**src/csma_pkg.sv**
```systemverilog
// ----------------------------------------------------------------------------
// csma_pkg: shared definitions of the CSMA/CD transmit unit
// Field widths, register indexes, event codes, phase and sequencer codes and
// the request and response groups of the shift-add multiplier.
// ----------------------------------------------------------------------------
`default_nettype none

package csma_pkg;

    // Field widths
    localparam int FRAME_W  = 16;
    localparam int ATT_W    = 4;
    localparam int MSG_W    = 8;
    localparam int SLOT_W   = 8;
    localparam int OTHERS_W = 4;
    localparam int DRAW_W   = 16;
    localparam int EV_W     = 3;

    // Configuration port
    localparam int CFG_IDX_W  = 3;
    localparam int CFG_DATA_W = 16;

    // Multiplier operand widths: the second operand holds c, then c * slot + 1
    localparam int MUL_A_W = 16;
    localparam int MUL_B_W = 12;
    localparam int MUL_P_W = MUL_A_W + MUL_B_W;
    localparam int MUL_CNT_W = $clog2(MUL_B_W + 1);

    // Reset values of the registers and the saturation value of the attempt count
    localparam logic [FRAME_W-1:0] FRAME_RST = 16'd1024;
    localparam logic [ATT_W-1:0]   MAXATT_RST = 4'd5;
    localparam logic [MSG_W-1:0]   MSGS_RST = 8'd2;
    localparam logic [SLOT_W-1:0]  SLOT_RST = 8'd4;
    localparam logic [ATT_W-1:0]   ATT_SAT = 4'd15;

    typedef enum logic [CFG_IDX_W-1:0] {
        CFG_FRAME_BYTES   = 3'd0,
        CFG_MAX_ATTEMPTS  = 3'd1,
        CFG_MESSAGE_COUNT = 3'd2,
        CFG_SLOT_TICKS    = 3'd3
    } cfg_idx_t;

    typedef enum logic [EV_W-1:0] {
        EV_NONE  = 3'd0,
        EV_START = 3'd1,
        EV_COLL  = 3'd2,
        EV_OK    = 3'd3,
        EV_ABORT = 3'd4
    } event_t;

    typedef enum logic [1:0] {
        PH_SENSE   = 2'd0,
        PH_TX      = 2'd1,
        PH_BACKOFF = 2'd2
    } phase_t;

    typedef enum logic [1:0] {
        SQ_IDLE = 2'd0,
        SQ_SPAN = 2'd1,
        SQ_DRAW = 2'd2
    } seq_t;

    typedef struct packed {
        logic               start;
        logic [MUL_A_W-1:0] a;
        logic [MUL_B_W-1:0] b;
    } mul_req_t;

    typedef struct packed {
        logic               done;
        logic [MUL_P_W-1:0] product;
    } mul_rsp_t;

endpackage

`default_nettype wire

```
**src/csma_if.sv**
```systemverilog
// ----------------------------------------------------------------------------
// csma_if: handshake channels of the CSMA/CD transmit unit
// Tick word in, result word out and the register write channel.
// ----------------------------------------------------------------------------
`default_nettype none

interface csma_item_if;
    logic                               valid;
    logic                               ready;
    logic [csma_pkg::OTHERS_W-1:0]      others_active;
    logic [csma_pkg::DRAW_W-1:0]        random_draw;

    modport source (output valid, output others_active, output random_draw, input ready);
    modport sink   (input valid, input others_active, input random_draw, output ready);
endinterface

interface csma_result_if;
    logic                               valid;
    logic                               ready;
    logic                               tx_active;
    logic [csma_pkg::EV_W-1:0]          event_res;
    logic [csma_pkg::ATT_W-1:0]         attempt_number;
    logic [csma_pkg::MSG_W-1:0]         messages_left;
    logic                               all_done;

    modport source (output valid, output tx_active, output event_res,
                    output attempt_number, output messages_left, output all_done,
                    input ready);
    modport sink   (input valid, input tx_active, input event_res,
                    input attempt_number, input messages_left, input all_done,
                    output ready);
endinterface

interface csma_cfg_if;
    logic                               valid;
    logic                               ready;
    logic [csma_pkg::CFG_IDX_W-1:0]     index;
    logic [csma_pkg::CFG_DATA_W-1:0]    data;

    modport source (output valid, output index, output data, input ready);
    modport sink   (input valid, input index, input data, output ready);
endinterface

`default_nettype wire

```
**src/csma_cd_station_transmit_unit.sv**
```systemverilog
// ----------------------------------------------------------------------------
// csma_cd_station_transmit_unit: CSMA/CD transmitting station
// Carrier sense, frame transmission, collision detection and random backoff,
// one medium tick per input word.
// ----------------------------------------------------------------------------
// Usage:
//   item   : one word per medium tick, carrying others_active and random_draw.
//   result : exactly one word per tick: tx_active, event_res, attempt_number,
//            messages_left and all_done.
//   cfg    : register writes (0 frame_bytes, 1 max_attempts, 2 message_count,
//            3 slot_ticks); always ready. A write of message_count also loads
//            the count of messages left. Write only while the block is idle.
// Latency and throughput:
//   A tick is evaluated at the edge that accepts it and its result word is
//   valid in the next cycle, so ordinary ticks go through at one per cycle
//   while the receiver takes each result word. A tick that ends in a collision
//   with backoff runs the shared shift-add multiplier twice, first for
//   c * slot_ticks and then for the draw times c * slot_ticks + 1; item.ready
//   stays low after such a tick until both passes are done.
// Reset: registers take their default values, the station senses the medium
//   and the number of messages left is two.
// Stall: while a result word is held by a stalled receiver a new tick is
//   accepted only in the cycle in which the held word is taken.
// ----------------------------------------------------------------------------
`default_nettype none

module csma_cd_station_transmit_unit
(
    input  wire logic     clk,
    input  wire logic     rst_n,
    csma_item_if.sink     item,
    csma_result_if.source result,
    csma_cfg_if.sink      cfg
);

    // Configuration registers
    logic [csma_pkg::FRAME_W-1:0] frame_reg;
    logic [csma_pkg::ATT_W-1:0]   maxatt_reg;
    logic [csma_pkg::SLOT_W-1:0]  slot_reg;

    // Station state
    csma_pkg::phase_t             phase_reg, phase_next;
    logic [csma_pkg::FRAME_W-1:0] byte_reg, byte_next;
    logic [csma_pkg::OTHERS_W-1:0] coll_reg, coll_next;
    logic [csma_pkg::ATT_W-1:0]   att_reg, att_next;
    logic [csma_pkg::MSG_W-1:0]   rem_reg, rem_next;
    logic [csma_pkg::FRAME_W-1:0] backoff_reg, backoff_next;
    logic [csma_pkg::DRAW_W-1:0]  draw_reg;

    // Sequencer
    csma_pkg::seq_t               seq_reg, seq_next;

    // Result register
    logic                         out_valid_reg;
    logic                         out_tx_reg;
    csma_pkg::event_t             out_ev_reg;
    logic [csma_pkg::ATT_W-1:0]   out_att_reg;
    logic [csma_pkg::MSG_W-1:0]   out_rem_reg;

    // Tick evaluation
    logic                         tx_c;
    csma_pkg::event_t             ev_c;
    logic [csma_pkg::ATT_W-1:0]   shown_c;
    logic [csma_pkg::OTHERS_W-1:0] coll_hit_c;
    logic [csma_pkg::ATT_W-1:0]   att_inc_c;
    logic [csma_pkg::FRAME_W-1:0] byte_inc_c;
    logic                         need_bo_c;
    logic                         accept;
    logic                         cfg_wr;

    // Multiplier interface
    csma_pkg::mul_req_t           mul_req;
    csma_pkg::mul_rsp_t           mul_rsp;
    logic [csma_pkg::FRAME_W-1:0] bo_len_c;

    csma_mul u_mul
    (
        .clk   (clk),
        .rst_n (rst_n),
        .req   (mul_req),
        .rsp   (mul_rsp)
    );

    assign accept = item.valid && item.ready;
    assign cfg_wr = cfg.valid && cfg.ready;
    assign cfg.ready = 1'b1;

    // Next state of the station for the tick on the item channel.
    always_comb
    begin
        tx_c         = 1'b0;
        ev_c         = csma_pkg::EV_NONE;
        phase_next   = phase_reg;
        byte_next    = byte_reg;
        coll_next    = coll_reg;
        att_next     = att_reg;
        rem_next     = rem_reg;
        backoff_next = backoff_reg;
        need_bo_c    = 1'b0;
        coll_hit_c   = coll_reg;
        byte_inc_c   = byte_reg + 1'b1;
        att_inc_c    = (att_reg < csma_pkg::ATT_SAT) ? att_reg + 1'b1 : att_reg;
        shown_c      = att_reg;
        case (phase_reg)
            csma_pkg::PH_TX:
            begin
                tx_c = 1'b1;
                if (item.others_active != '0 && coll_reg == '0)
                begin
                    coll_hit_c = item.others_active;
                end
                coll_next = coll_hit_c;
                byte_next = byte_inc_c;
                if (byte_inc_c >= frame_reg || byte_inc_c == '0)
                begin
                    byte_next = '0;
                    coll_next = '0;
                    if (coll_hit_c != '0)
                    begin
                        if (att_inc_c < maxatt_reg)
                        begin
                            ev_c       = csma_pkg::EV_COLL;
                            att_next   = att_inc_c;
                            phase_next = csma_pkg::PH_BACKOFF;
                            need_bo_c  = 1'b1;
                        end
                        else
                        begin
                            ev_c       = csma_pkg::EV_ABORT;
                            att_next   = '0;
                            rem_next   = (rem_reg != '0) ? rem_reg - 1'b1 : rem_reg;
                            phase_next = csma_pkg::PH_SENSE;
                        end
                    end
                    else
                    begin
                        ev_c       = csma_pkg::EV_OK;
                        att_next   = '0;
                        rem_next   = (rem_reg != '0) ? rem_reg - 1'b1 : rem_reg;
                        phase_next = csma_pkg::PH_SENSE;
                    end
                end
            end
            csma_pkg::PH_BACKOFF:
            begin
                backoff_next = (backoff_reg != '0) ? backoff_reg - 1'b1 : backoff_reg;
                if (backoff_next == '0)
                begin
                    phase_next = csma_pkg::PH_SENSE;
                end
            end
            default:
            begin
                phase_next = csma_pkg::PH_SENSE;
                if (rem_reg != '0 && item.others_active == '0)
                begin
                    tx_c       = 1'b1;
                    ev_c       = csma_pkg::EV_START;
                    byte_next  = '0;
                    coll_next  = '0;
                    phase_next = csma_pkg::PH_TX;
                end
            end
        endcase
        // The abort word shows the count that was reached before clearing.
        shown_c = (ev_c == csma_pkg::EV_ABORT) ? att_inc_c : att_next;
    end

    // Sequencer next state.
    always_comb
    begin
        seq_next = seq_reg;
        case (seq_reg)
            csma_pkg::SQ_IDLE:
            begin
                if (accept && need_bo_c)
                begin
                    seq_next = csma_pkg::SQ_SPAN;
                end
            end
            csma_pkg::SQ_SPAN:
            begin
                if (mul_rsp.done)
                begin
                    seq_next = csma_pkg::SQ_DRAW;
                end
            end
            csma_pkg::SQ_DRAW:
            begin
                if (mul_rsp.done)
                begin
                    seq_next = csma_pkg::SQ_IDLE;
                end
            end
            default:
            begin
                seq_next = csma_pkg::SQ_IDLE;
            end
        endcase
    end

    // Sequencer outputs: handshake and multiplier requests.
    always_comb
    begin
        item.ready    = 1'b0;
        mul_req.start = 1'b0;
        mul_req.a     = csma_pkg::MUL_A_W'(slot_reg);
        mul_req.b     = csma_pkg::MUL_B_W'(coll_hit_c);
        case (seq_reg)
            csma_pkg::SQ_IDLE:
            begin
                item.ready    = !out_valid_reg || result.ready;
                mul_req.start = accept && need_bo_c;
            end
            csma_pkg::SQ_SPAN:
            begin
                mul_req.start = mul_rsp.done;
                mul_req.a     = draw_reg;
                mul_req.b     = mul_rsp.product[csma_pkg::MUL_B_W-1:0] + 1'b1;
            end
            default:
            begin
                item.ready = 1'b0;
            end
        endcase
    end

    // Backoff length: slot plus the upper bits of draw times span.
    assign bo_len_c = csma_pkg::FRAME_W'(slot_reg)
                    + csma_pkg::FRAME_W'(mul_rsp.product[csma_pkg::MUL_P_W-1:csma_pkg::DRAW_W]);

    // Configuration, station state and sequencer registers.
    always_ff @(posedge clk or negedge rst_n)
    begin
        if (!rst_n)
        begin
            frame_reg   <= csma_pkg::FRAME_RST;
            maxatt_reg  <= csma_pkg::MAXATT_RST;
            slot_reg    <= csma_pkg::SLOT_RST;
            phase_reg   <= csma_pkg::PH_SENSE;
            byte_reg    <= '0;
            coll_reg    <= '0;
            att_reg     <= '0;
            rem_reg     <= csma_pkg::MSGS_RST;
            backoff_reg <= '0;
            seq_reg     <= csma_pkg::SQ_IDLE;
        end
        else
        begin
            seq_reg <= seq_next;
            if (accept)
            begin
                phase_reg   <= phase_next;
                byte_reg    <= byte_next;
                coll_reg    <= coll_next;
                att_reg     <= att_next;
                rem_reg     <= rem_next;
                backoff_reg <= backoff_next;
            end
            else if (seq_reg == csma_pkg::SQ_DRAW && mul_rsp.done)
            begin
                backoff_reg <= bo_len_c;
            end
            if (cfg_wr)
            begin
                case (csma_pkg::cfg_idx_t'(cfg.index))
                    csma_pkg::CFG_FRAME_BYTES:
                    begin
                        frame_reg <= cfg.data;
                    end
                    csma_pkg::CFG_MAX_ATTEMPTS:
                    begin
                        maxatt_reg <= cfg.data[csma_pkg::ATT_W-1:0];
                    end
                    csma_pkg::CFG_MESSAGE_COUNT:
                    begin
                        rem_reg <= cfg.data[csma_pkg::MSG_W-1:0];
                    end
                    csma_pkg::CFG_SLOT_TICKS:
                    begin
                        slot_reg <= cfg.data[csma_pkg::SLOT_W-1:0];
                    end
                    default:
                    begin
                        frame_reg <= frame_reg;
                    end
                endcase
            end
        end
    end

    // The draw is kept for the second multiplier pass.
    always_ff @(posedge clk)
    begin
        if (accept)
        begin
            draw_reg <= item.random_draw;
        end
    end

    // Result word valid flag.
    always_ff @(posedge clk or negedge rst_n)
    begin
        if (!rst_n)
        begin
            out_valid_reg <= 1'b0;
        end
        else if (accept)
        begin
            out_valid_reg <= 1'b1;
        end
        else if (result.ready)
        begin
            out_valid_reg <= 1'b0;
        end
    end

    // Result word payload.
    always_ff @(posedge clk)
    begin
        if (accept)
        begin
            out_tx_reg  <= tx_c;
            out_ev_reg  <= ev_c;
            out_att_reg <= shown_c;
            out_rem_reg <= rem_next;
        end
    end

    assign result.valid          = out_valid_reg;
    assign result.tx_active      = out_tx_reg;
    assign result.event_res      = out_ev_reg;
    assign result.attempt_number = out_att_reg;
    assign result.messages_left  = out_rem_reg;
    assign result.all_done       = (out_rem_reg == '0);

`ifndef SYNTHESIS
    // The multiplier only runs while the station is in backoff.
    a_seq_backoff: assert property (@(posedge clk) disable iff (!rst_n)
        (seq_reg != csma_pkg::SQ_IDLE) |-> (phase_reg == csma_pkg::PH_BACKOFF))
        else $error("backoff computation outside the backoff phase");

    // Every accepted tick yields a result word in the next cycle.
    a_result_follows: assert property (@(posedge clk) disable iff (!rst_n)
        accept |=> result.valid)
        else $error("accepted tick produced no result word");

    // No new tick is taken while the backoff length is being computed.
    a_no_accept_busy: assert property (@(posedge clk) disable iff (!rst_n)
        (seq_reg != csma_pkg::SQ_IDLE) |-> !item.ready)
        else $error("tick accepted during backoff computation");

    // A collision word always starts the multiplier sequence.
    a_coll_starts_mul: assert property (@(posedge clk) disable iff (!rst_n)
        (accept && ev_c == csma_pkg::EV_COLL) |=> (seq_reg == csma_pkg::SQ_SPAN))
        else $error("collision without backoff computation");
`endif

endmodule

`default_nettype wire

```
**src/csma_mul.sv**
```systemverilog
// ----------------------------------------------------------------------------
// csma_mul: shift-add multiplier
// Takes one bit of the second operand per cycle; the product is ready with
// a done pulse once all MUL_B_W bits have been taken.
// ----------------------------------------------------------------------------
`default_nettype none

module csma_mul
(
    input  wire logic                clk,
    input  wire logic                rst_n,
    input  wire csma_pkg::mul_req_t  req,
    output csma_pkg::mul_rsp_t       rsp
);

    logic [csma_pkg::MUL_P_W-1:0]   acc_reg;
    logic [csma_pkg::MUL_P_W-1:0]   a_reg;
    logic [csma_pkg::MUL_B_W-1:0]   b_reg;
    logic [csma_pkg::MUL_CNT_W-1:0] cnt_reg;
    logic                           done_reg;

    // Iteration count and done flag are control state.
    always_ff @(posedge clk or negedge rst_n)
    begin
        if (!rst_n)
        begin
            cnt_reg  <= '0;
            done_reg <= 1'b0;
        end
        else if (req.start)
        begin
            cnt_reg  <= csma_pkg::MUL_CNT_W'(csma_pkg::MUL_B_W);
            done_reg <= 1'b0;
        end
        else if (cnt_reg != '0)
        begin
            cnt_reg  <= cnt_reg - 1'b1;
            done_reg <= (cnt_reg == csma_pkg::MUL_CNT_W'(1));
        end
        else
        begin
            done_reg <= 1'b0;
        end
    end

    // One partial product is added per cycle while the operand shifts along.
    always_ff @(posedge clk)
    begin
        if (req.start)
        begin
            acc_reg <= '0;
            a_reg   <= csma_pkg::MUL_P_W'(req.a);
            b_reg   <= req.b;
        end
        else if (cnt_reg != '0)
        begin
            if (b_reg[0])
            begin
                acc_reg <= acc_reg + a_reg;
            end
            a_reg <= a_reg << 1;
            b_reg <= b_reg >> 1;
        end
    end

    assign rsp.done    = done_reg;
    assign rsp.product = acc_reg;

endmodule

`default_nettype wire
```
**src/flat_wrapper.sv**
```systemverilog
// flat-port wrapper written by rule: the top's interface ports become plain ports
module csma_cd_station_transmit_unit_flat 
  (clk, rst_n, item_valid, item_others_active, item_random_draw, item_ready, result_valid, result_tx_active, result_event_res, result_attempt_number, result_messages_left, result_all_done, result_ready, cfg_valid, cfg_index, cfg_data, cfg_ready);
  csma_item_if item_i ();
  csma_result_if result_i ();
  csma_cfg_if cfg_i ();
  input  wire logic clk;
  input  wire logic rst_n;
  input wire logic [$bits(item_i.valid)-1:0] item_valid;
  input wire logic [$bits(item_i.others_active)-1:0] item_others_active;
  input wire logic [$bits(item_i.random_draw)-1:0] item_random_draw;
  output wire logic [$bits(item_i.ready)-1:0] item_ready;
  output wire logic [$bits(result_i.valid)-1:0] result_valid;
  output wire logic [$bits(result_i.tx_active)-1:0] result_tx_active;
  output wire logic [$bits(result_i.event_res)-1:0] result_event_res;
  output wire logic [$bits(result_i.attempt_number)-1:0] result_attempt_number;
  output wire logic [$bits(result_i.messages_left)-1:0] result_messages_left;
  output wire logic [$bits(result_i.all_done)-1:0] result_all_done;
  input wire logic [$bits(result_i.ready)-1:0] result_ready;
  input wire logic [$bits(cfg_i.valid)-1:0] cfg_valid;
  input wire logic [$bits(cfg_i.index)-1:0] cfg_index;
  input wire logic [$bits(cfg_i.data)-1:0] cfg_data;
  output wire logic [$bits(cfg_i.ready)-1:0] cfg_ready;
  assign item_i.valid = item_valid;
  assign item_i.others_active = item_others_active;
  assign item_i.random_draw = item_random_draw;
  assign item_ready = item_i.ready;
  assign result_valid = result_i.valid;
  assign result_tx_active = result_i.tx_active;
  assign result_event_res = result_i.event_res;
  assign result_attempt_number = result_i.attempt_number;
  assign result_messages_left = result_i.messages_left;
  assign result_all_done = result_i.all_done;
  assign result_i.ready = result_ready;
  assign cfg_i.valid = cfg_valid;
  assign cfg_i.index = cfg_index;
  assign cfg_i.data = cfg_data;
  assign cfg_ready = cfg_i.ready;
  csma_cd_station_transmit_unit u_core (.clk(clk), .rst_n(rst_n), .item(item_i), .result(result_i), .cfg(cfg_i));
endmodule
```
**config.mk**
```make
export PLATFORM = sky130hd
export DESIGN_NAME = csma_cd_station_transmit_unit_flat
export DESIGN_NICKNAME = d
export VERILOG_FILES = /design/src/csma_pkg.sv /design/src/csma_if.sv /design/src/csma_cd_station_transmit_unit.sv /design/src/csma_mul.sv /design/src/flat_wrapper.sv
export SDC_FILE = /design/constraint.sdc
export NUM_CORES = 1
export LEC_CHECK = 0
export BUFFER_PORTS_ARGS = -buffer_cell sky130_fd_sc_hd__buf_2
export CAP_MARGIN = 10
export CORE_MARGIN = 2
export CORE_UTILIZATION = 55
export CTS_CLUSTER_SIZE = 24
export DETAILED_ROUTE_END_ITERATION = 10
export PLACE_DENSITY = 0.82
export SYNTH_ARGS = -nofsm -noshare
export SYNTH_HDL_FRONTEND = slang
export SYNTH_SLANG_ARGS = --single-unit
```
**constraint.sdc**
```tcl
create_clock -name clk -period 5.3 [get_ports clk]
set_input_delay 0.265 -clock clk [delete_from_list [all_inputs] [get_ports clk]]
set_output_delay 0.265 -clock clk [all_outputs]
set_load 0.01 [all_outputs]
```
==> results.txt <==
first-pass GRT wire length: 45,000 µm
DRC errors left: 0
initial antenna violation count: 0
number of vias per cell: 6.14
n_diodes: 0
main flop type after synthesis: dfrtp_1
placer congestion estimate: 0.928
Post-synth EDFFs: 60
yosys warns: 0
Core Region: 19,700 µm²
max-cap viol count: 0
I/O Buffers: 62
total die area: 21,300 µm²
vias in the first global route: 8,970
Worst-Margin Slew: 941 ps
clock root buffer: clkbuf_16
CTS tree: done
status: completed
Die Y-Extent: 146 µm
CP max stage delay: 540 ps
Die Wd: 146 µm
Num CTS Buffers: 17
Synth cell types: 85
final wirelength: 27,400 µm
post-synthesis sequential area ratio: 0.429
required time of the worst setup path: 5660 ps
crit path cell chain: ha_1 -> nand4_2 -> nor2_4 -> nand2_1 -> nor2_1 -> xor2_1 -> ha_1 -> and4_1 -> a221oi_1 -> o21ai_0 -> a41oi_4 -> nor2_4 -> nand3_1 -> nand2_1 -> buf_4 -> a21oi_1
Worst VDD drop: 320 µV
RSZ-0062 raised after global routing: no
Slew Viols, Final: 0
Crit-path slowest cell: nand2_1
Total GRT Usage: 0.259
# IOs: 64
Cell Pwr Density: 537 nW/µm²
Initial Utilization: 0.564
Multi-input gate area: 5890 µm²
Layout area overhead: 11.3%
worst-path fanout max: 24
critical path arrival: 5080 ps
Critical R2R Launch: u_core.byte_reg[0]
Setup TNS: 0 ps
DR WL/cell: 17.7 µm
type of origin of the critical path: flop
Max Fclk: 0.212 GHz
first drt pass iteration count: 6
largest net degree at the start of global routing: 65
clk slew on worst S/H paths: 70 ps
final-stage net count: 1,387
hpwl dp: 19,200 µm
Cell Area, Synth: 11,100 µm²
Synth Area per Inst: 9.08 µm²
H-Tree Depth: 4
Rows: 51
Setup violations, final: 0
relative slew slack: 0.372
ys async rst share: 0.462
Hold Crit Class: in -> reg
Iter 0 DRT Violations: 1,005
Final Hold Fails: 0
Worst R2R Setup Slack: 590 ps
Reg2Reg Depth: 16
min-delay src: item_random_draw[15]
Min-Delay Endpoint: u_core.draw_reg[15]
Filler cells: 1,612
Tmin final: 4710 ps
share of layout cells above drive strength 1: 0.111
Leak: 5.33 nW
crit path kind: reg -> reg
Cells after Synth: 1,221
#FFs+latches synth: 186
syn nets: 1,333
Seq. cell area: 4760 µm²
Clock Skew: 13.1 ps
Power Total: 0.00662 W
CTS sink cnt: 186
postcts setup bufs: 0
worst flop-to-flop path endpoint: u_core.u_mul.a_reg[25]
critical path capture point type: flop
crit share post-route: 0.889
Min-Delay Path Depth: 1
antenna viol nets, final: 0
worst skew pair latency: 440 ps
total gr overflow: 0
Clock Tree Buf Depth: 2
vias post-DR: 9,539
-- worst max-delay path, delay by kind of cell, from the launching register on --
kind,cells,cell delay (ps)
AO/OA/AOI/OAI,4,1090
XOR/XNOR,1,170
adder cells (fa/ha/maj),2,650
buffers and inverters,1,410
flip-flops,1,490
AND/OR/NAND/NOR,8,1800
-- Yosys cell counts, types with 6 or more instances --
library cell / instances / share of area
clkbuf_1: 28 / 0.0095
nor2b_1: 12 / 0.0068
dfrtp_1: 81 / 0.18
a22o_1: 10 / 0.0079
nand3b_1: 7 / 0.0047
a21oi_1: 99 / 0.045
nor3_1: 23 / 0.010
or3_1: 7 / 0.0039
ha_1: 66 / 0.074
o21a_1: 9 / 0.0061
nor4_1: 11 / 0.0062
mux2i_1: 13 / 0.012
dfxtp_1: 40 / 0.072
a31oi_1: 6 / 0.0034
nand2b_1: 12 / 0.0068
nor2_1: 94 / 0.032
o21ai_0: 97 / 0.044
buf_2: 16 / 0.0072
a21o_1: 17 / 0.012
xor2_1: 18 / 0.014
and3_1: 15 / 0.0085
nand3_1: 31 / 0.014
a211oi_1: 14 / 0.0095
mux2_2: 11 / 0.011
nand2_1: 169 / 0.057
edfxtp_1: 60 / 0.16
nand4_1: 11 / 0.0062
xnor2_1: 40 / 0.032
inv_1: 59 / 0.020
o31ai_1: 22 / 0.015
o21ai_1: 13 / 0.0059
-- kinds of logic after synthesis --
logic type               Yosys count  share of synthesized area
XOR/XNOR                          58                     0.0458
AND/OR/NAND/NOR                  432                      0.189
other                              1                   0.000338
multiplexers                      24                     0.0229
adder cells (fa/ha/maj)           68                     0.0781
flip-flops                       186                      0.429
AO/OA/AOI/OAI                    341                      0.194
buffers and inverters            111                     0.0411
-- report_power, final --
group	internal, W	total (W)	leakage [nW]	switching [W]
clock network	0.000781	0.00132	0.302	0.000539
logic	0.00124	0.00290	2.98	0.00166
registers	0.00198	0.00240	2.04	0.000420
total	0.00400	0.00662	5.33	0.00262
-- final cells by class --
class,count,area share
timing repair buffer,87,0.0430
clock inverter,6,0.00679
inverter,59,0.0179
multi-input combinational,924,0.477
clock buffer,26,0.0426
tap,265,0.0269
sequential,186,0.386
-- worst max-delay path by stage --
| stage | from | to | slack (ps) | cells past startpoint |
|---|---|---|---|---|
| final | u_core.byte_reg[0] | u_core.u_mul.a_reg[25] | 590 | 16 |
| after floorplan | u_core.byte_reg[0] | u_core.u_mul.a_reg[0] | 1090 | 16 |
| after global placement | u_core.byte_reg[0] | u_core.u_mul.acc_reg[18] | 940 | 16 |
| after detailed placement | u_core.byte_reg[0] | u_core.u_mul.a_reg[24] | 680 | 16 |
| after CTS | u_core.byte_reg[0] | u_core.u_mul.a_reg[25] | 670 | 16 |
| after global routing | u_core.byte_reg[0] | u_core.u_mul.acc_reg[20] | 210 | 16 |
-- per-stage QoR --
stage          cell area (µm²)  hold slack, ps  worst slack (ps)  utilization  cells
2_1_floorplan            11100           -30.6              1090            -   1221
3_3_place_gp             11600             191               942        0.591   1509
3_5_place_dp             11600             193               679        0.591   1509
6_report                 12300            11.8               586        0.628   1553
4_1_cts                  12300            2.94               674        0.628   1553
5_1_grt                  12300            1.12               206        0.628   1553
-- routing by layer --
layer  vias up  track usage  part of all wire
met5         -            0                 0
met1      4554        0.360              0.43
li1       4508            -                 -
met3        60       0.0445             0.082
met2       417        0.417              0.46
met4         0       0.0835             0.021
-- what timing repair did --
action	in CTS	in global routing
hold buffers	12	0
hold endpoints to repair	33	0
resized for setup	0	0
-- cells in the final DEF (no fill, tap or decap), types with 5 or more instances in the layout --
| cell | instances |
|---|---|
| or3_1 | 7 |
| xnor2_1 | 40 |
| a21oi_1 | 99 |
| nor2b_1 | 12 |
| a211oi_1 | 14 |
| or2_2 | 5 |
| edfxtp_1 | 60 |
| and3_1 | 15 |
| nand3_1 | 31 |
| dfxtp_1 | 40 |
| a21o_1 | 17 |
| nor4_1 | 11 |
| o21a_1 | 9 |
| xor2_1 | 18 |
| o31ai_1 | 22 |
| o21ai_1 | 13 |
| nand2b_1 | 12 |
| nor2_1 | 94 |
| dfrtp_1 | 81 |
| nand3b_1 | 7 |
| dlygate4sd3_1 | 12 |
| ha_1 | 66 |
| clkbuf_16 | 19 |
| mux2i_1 | 13 |
| nand2_1 | 169 |
| dfstp_2 | 5 |
| nand4_1 | 11 |
| mux2_2 | 11 |
| buf_4 | 14 |
| a21boi_0 | 5 |
| and4_1 | 5 |
| a31oi_1 | 6 |
| nor3_1 | 23 |
| a22o_1 | 10 |
| o21ai_0 | 97 |
| buf_2 | 61 |
| inv_1 | 58 |
Note: power is estimated with default switching activity, not from simulation.
